### config.mk
export PLATFORM = sky130hd
export DESIGN_NAME = saabb_div
export DESIGN_NICKNAME = d
export VERILOG_FILES = /design/src/hdl/saabb_pkg.sv /design/src/hdl/saabb_div.sv
export SDC_FILE = /design/constraint.sdc
export NUM_CORES = 2
export LEC_CHECK = 0
export BUFFER_PORTS_ARGS = -buffer_cell sky130_fd_sc_hd__buf_2
export CAP_MARGIN = 20
export CORE_MARGIN = 2
export CORE_UTILIZATION = 40
export CTS_CLUSTER_DIAMETER = 40
export DETAILED_ROUTE_END_ITERATION = 7
export PLACE_DENSITY_LB_ADDON = 0.2
export SETUP_SLACK_MARGIN = 0.15
export SLEW_MARGIN = 30
export SYNTH_ARGS = -nofsm -noshare
export SYNTH_HDL_FRONTEND = slang
export SYNTH_SLANG_ARGS = --single-unit
### constraint.sdc
create_clock -name i_clk -period 4 [get_ports i_clk]
set_input_delay 0.4 -clock i_clk [delete_from_list [all_inputs] [get_ports i_clk]]
set_output_delay 0.4 -clock i_clk [all_outputs]
set_load 0.02 [all_outputs]
### src/hdl/saabb_pkg.sv
// ---------------------------------------------------------------------------
// Swept box collision package
// Word types, widths and register indexes shared by the collision test.
// ---------------------------------------------------------------------------
package saabb_pkg;

    // Fraction bits of the time results.
    localparam int FRAC_BITS = 16;
    // Coordinate and velocity width.
    localparam int CW = 32;
    // Time field width.
    localparam int TW = 23;
    // Saturating quotient width: one bit above the time field.
    localparam int QW = TW + 1;
    // Distance and speed magnitude width.
    localparam int DW = CW;
    // Dividend width.
    localparam int NW = DW + FRAC_BITS;
    // Remainder width inside the divider.
    localparam int RW = DW + QW;
    // Epsilon register width.
    localparam int EW = 17;
    // Divider latency in cycles.
    localparam int DIV_LAT = QW + 1;
    // Start to result latency.
    localparam int LATENCY = DIV_LAT + 5;

    // Register indexes.
    localparam logic CFG_FRAME_TIME = 1'b0;
    localparam logic CFG_SPEED_EPS  = 1'b1;
    localparam logic [TW-1:0] FRAME_TIME_RST = TW'(1092);
    localparam logic [EW-1:0] SPEED_EPS_RST  = EW'(66);

    typedef struct packed {
        logic signed [CW-1:0] a_min_x;
        logic signed [CW-1:0] a_min_y;
        logic signed [CW-1:0] a_max_x;
        logic signed [CW-1:0] a_max_y;
        logic signed [CW-1:0] b_min_x;
        logic signed [CW-1:0] b_min_y;
        logic signed [CW-1:0] b_max_x;
        logic signed [CW-1:0] b_max_y;
        logic signed [CW-1:0] a_vel_x;
        logic signed [CW-1:0] a_vel_y;
        logic signed [CW-1:0] b_vel_x;
        logic signed [CW-1:0] b_vel_y;
    } t_in_word;

    typedef struct packed {
        logic          hit;
        logic          already_overlapping;
        logic [TW-1:0] t_first;
    } t_out_word;

endpackage

### src/hdl/saabb_div.sv
// ---------------------------------------------------------------------------
// Saturating pipelined divider
// Computes (num / den) one quotient bit per stage; a quotient that does not
// fit in QW bits comes out as all ones.
// ---------------------------------------------------------------------------
module saabb_div (
    input  logic                    i_clk,
    input  logic [saabb_pkg::NW-1:0] i_num,
    input  logic [saabb_pkg::DW-1:0] i_den,
    output logic [saabb_pkg::QW-1:0] o_quot
);
    import saabb_pkg::*;

    logic [RW-1:0] r_rem [0:QW];
    logic [DW-1:0] r_den [0:QW];
    logic [QW-1:0] r_quo [0:QW];
    logic          r_sat [0:QW];

    // Entry stage: flag quotients that overflow the result width.
    always_ff @(posedge i_clk) begin
        r_rem[0] <= RW'(i_num);
        r_den[0] <= i_den;
        r_quo[0] <= '0;
        r_sat[0] <= (RW'(i_num) >= {i_den, {QW{1'b0}}});
    end

    // One restoring step per stage, most significant bit first.
    for (genvar s = 0; s < QW; s++) begin : g_step
        logic [RW-1:0] shifted;
        logic [RW:0]   diff;
        assign shifted = RW'(r_den[s]) << (QW - 1 - s);
        assign diff    = {1'b0, r_rem[s]} - {1'b0, shifted};
        always_ff @(posedge i_clk) begin
            r_rem[s+1] <= diff[RW] ? r_rem[s] : diff[RW-1:0];
            r_den[s+1] <= r_den[s];
            r_quo[s+1] <= {r_quo[s][QW-2:0], ~diff[RW]};
            r_sat[s+1] <= r_sat[s];
        end
    end

    assign o_quot = r_sat[QW] ? {QW{1'b1}} : r_quo[QW];

endmodule
==> flow_metrics.env <==
export IMPL_status="finished, final reports clean"
export IMPL_syn_avg_cell_area_um2=9.32
export IMPL_final_cell_count_no_fill=15569
export IMPL_dp_cells=14680
export IMPL_rows=186
export IMPL_grt_pass1_wl_um=424000
export IMPL_synth_seq_area_share_pct=47.0
export IMPL_drt_pass1_iterations=6
export IMPL_rsz0062_at_grt="yes"
export IMPL_die_area_um2=263000
export IMPL_cp_slowest_stage_delay_ns=0.50
export IMPL_ys_seq_elements=2429
export IMPL_cts_tree="built"
export IMPL_drt_iter0_markers=3644
export IMPL_critPathArrivalTime_ns=4.55
export IMPL_relSlewSlack_pct=37.1
export IMPL_grt_max_degree=64
export IMPL_drv_cap=0
export IMPL_startpoint_type="flop"
export IMPL_ys_async_sr_fraction_pct=0
export IMPL_p_per_area_nw_per_um2=908
export IMPL_vias_per_cell=5.06
export IMPL_worstPathMaxFanout=3
export IMPL_yosys_area_top_type_share_pct=47.0
export IMPL_synth_area_leaders="dfxtp_1 (47%), ha_1 (9.5%), a21oi_1 (5.0%)"
export IMPL_finalSetupViolCount=0
export IMPL_fillers=23520
export IMPL_grtUsageTotal_pct=20.0
export IMPL_yosysWarnings=0
export IMPL_yosysTopAreaCell="dfxtp_1"
export IMPL_portBuffers=104
export IMPL_setup_tns_ns=0
export IMPL_criticalPathCategory="reg2reg"
export IMPL_finalCriticalPeriod_ns=3.78
export IMPL_fin_nets=12691
export IMPL_cp_cell_sequence="inv_1 -> ha_1 -> inv_1 -> fa_1 -> a21o_1 -> a21oi_1 -> o21ai_0 -> a21oi_1 -> o41a_1 -> buf_4 -> o21ai_0 -> buf_4 -> inv_1 -> o21ai_0 -> a211o_1 -> xnor2_1"
export IMPL_p_leak_uw=0.0575
export IMPL_grt_pass1_vias=80745
export IMPL_clock_latency_ns=0.89
export IMPL_worstPathRequired_ns=4.78
export IMPL_wl_um=273000
export IMPL_ios=105
export IMPL_cts_root_buffer="clkbuf_16"
export IMPL_synth_edf_count=0
export IMPL_grt_ovfl_total=0
export IMPL_antenna_found_initial=8
export IMPL_syn_to_final_growth_pct=22.1
export IMPL_clk_pin_slew_ns=0.05
export IMPL_place_hpwl_um=216000
export IMPL_worst_pin_slew_ns=0.935
export IMPL_numCtsBuffers=399
export IMPL_fin_skew_ns=0.0524
export IMPL_fin_crit_sh_pct=94.4
export IMPL_post_drt_wl_per_cell_um=17.5
export IMPL_yosys_top_cells_count="dfxtp_1 (2429), a21oi_1 (1035), inv_1 (1004)"
export IMPL_synth_most_common_cell="dfxtp_1"
export IMPL_drive_gt1_share_pct=12.9
export IMPL_report_final_slew_viol_count=0
export IMPL_clk_path_buf_depth=4
export IMPL_grt_met3_usage_pct=2.50
export IMPL_h_tree_depth=5
export IMPL_finalWeightedCongestion=0.976
export IMPL_synth_cell_type_count=97
export IMPL_met1_usage_pct=19.3
export IMPL_clock_sinks=2429
export IMPL_die_h_um=513
export IMPL_ir_worst_vdd_mv=0.389
export IMPL_dieWidth_um=513
export IMPL_met2_usage_pct=39.0
export IMPL_drc=0
export IMPL_fmax_ghz=0.265
export IMPL_hold_violations=0
export IMPL_cp_end_kind="flop"
export IMPL_hold_class="in2reg"
export IMPL_grt_busiest_layer="met2"
export IMPL_coreArea_um2=257000
export IMPL_ant_nets=0
export IMPL_syn_inst=11112
export IMPL_cp_slowest_cell="o41a_1"
export IMPL_vias=78747
export IMPL_netlist_area_um2=104000
export IMPL_fin_ws_ns=0.225
export IMPL_place_ws_ns=-0.386
export IMPL_initial_core_util_pct=40.3
export IMPL_synthFlopType="dfxtp_1"
-- power by group --
group / internal (µW) / total, µW / switching (µW)
Combinational: 19800 / 44000 / 24200
Sequential: 30600 / 35300 / 4650
Clock: 22900 / 35500 / 12600
Total: 73200 / 115000 / 41500
-- metrics by stage --
stage | util (%) | power, µW | instance area, µm² | hold slack, ns
after global routing | 49.2 | 122000 | 126000 | 0.125
after CTS | 48.9 | 115000 | 126000 | 0.0994
after detailed placement | 42.9 | 78700 | 110000 | 0.312
after floorplan | - | 65400 | 104000 | 0.310
final | 49.2 | 115000 | 126000 | 0.172
after global placement | 42.9 | 78200 | 110000 | 0.310
-- cell families after synthesis --
group	after synthesis	share of synthesized area, %
XOR/XNOR	895	7.57
flip-flops	2429	47.0
AND/OR/NAND/NOR	2731	12.5
multiplexers	129	1.39
buffers and inverters	1292	4.72
AO/OA/AOI/OAI	2828	16.9
other	1	0.00362
adder cells (fa/ha/maj)	807	9.92
-- placed cells by master, fill, tap and decap left out, drive strengths merged, types with 46 or more instances in the layout --
cell type / netlist / layout
a21oi: 1036 / 1036
o21a: 90 / 90
nor4: 79 / 79
mux2: 122 / 122
o31ai: 55 / 55
a21o: 467 / 467
nand2: 753 / 753
nor2: 835 / 836
ha: 784 / 784
buf: 46 / 488
o21ai: 601 / 601
nand3: 172 / 172
clkinv: 0 / 93
bufinv: 0 / 52
dfxtp: 2429 / 2429
nor3: 166 / 166
a211oi: 77 / 77
and3: 84 / 84
xnor2: 529 / 529
dlygate4sd3: 0 / 80
nand2b: 107 / 107
o21bai: 110 / 110
or2: 60 / 60
or3: 77 / 77
clkinvlp: 0 / 47
inv: 1008 / 1091
clkbuf: 238 / 464
diode: 0 / 46
xor2: 366 / 366
a31oi: 76 / 76
nor2b: 119 / 119
nand4: 132 / 132
-- layer usage --
layer / part of all wire [%] / vias up
li1: - / 39849
met1: 37 / 36481
met2: 53 / 1607
met3: 2.9 / 810
met4: 7.6 / 0
met5: 0 / -
-- final cells by class --
cell class              count  area (µm²)  share of cell area [%]
multi-input cells        7395       50800                    40.2
flip-flops and latches   2429       48600                    38.5
clock buffers             462       10700                    8.43
repair buffers            570        4610                    3.64
well taps                3384        4230                    3.35
inverters                1008        3780                    2.99
clock inverters           275        3600                    2.85
diodes                     46         115                  0.0910
-- final timing paths --
| check | start | endpoint | slack (ns) | cells past startpoint |
|---|---|---|---|---|
| setup / recovery | r_rem[2][282]$_DFF_P_ | r_rem[2][384]$_DFF_P_ | 0.22 | 16 |
| hold / removal | i_num[26] | r_rem[0][26]$_DFF_P_ | 0.17 | 2 |
| setup reg to reg | r_rem[2][282]$_DFF_P_ | r_rem[2][384]$_DFF_P_ | 0.22 | 16 |
| hold reg to reg | r_sat[16]$_DFF_P_ | r_sat[17]$_DFF_P_ | 0.29 | 0 |
-- timing repair --
item | in CTS | in global routing
hold endpoints to repair | 81 | 0
pin swaps | 19 | 24
resized for setup | 51 | 97
buffers inserted | 9 | 14
hold buffers | 80 | 0
cloned | 0 | 3
setup endpoints to repair | 216 | 320
-- critical path: cells and delay by family, from the launching register on --
kind | cells | cell delay [ns]
flip-flops | 1 | 0.31
AO/OA/AOI/OAI | 8 | 2.10
XOR/XNOR | 1 | 0.15
buffers and inverters | 5 | 0.54
adder cells (fa/ha/maj) | 2 | 0.57
-- sequential cells by signal, summed over array words and instances (netlist names) --
| signal | count |
|---|---|
| r_sat | 25 |
| r_den | 768 |
| r_quo | 300 |
| r_rem | 1336 |
Note: power is estimated with default switching activity, not from simulation.
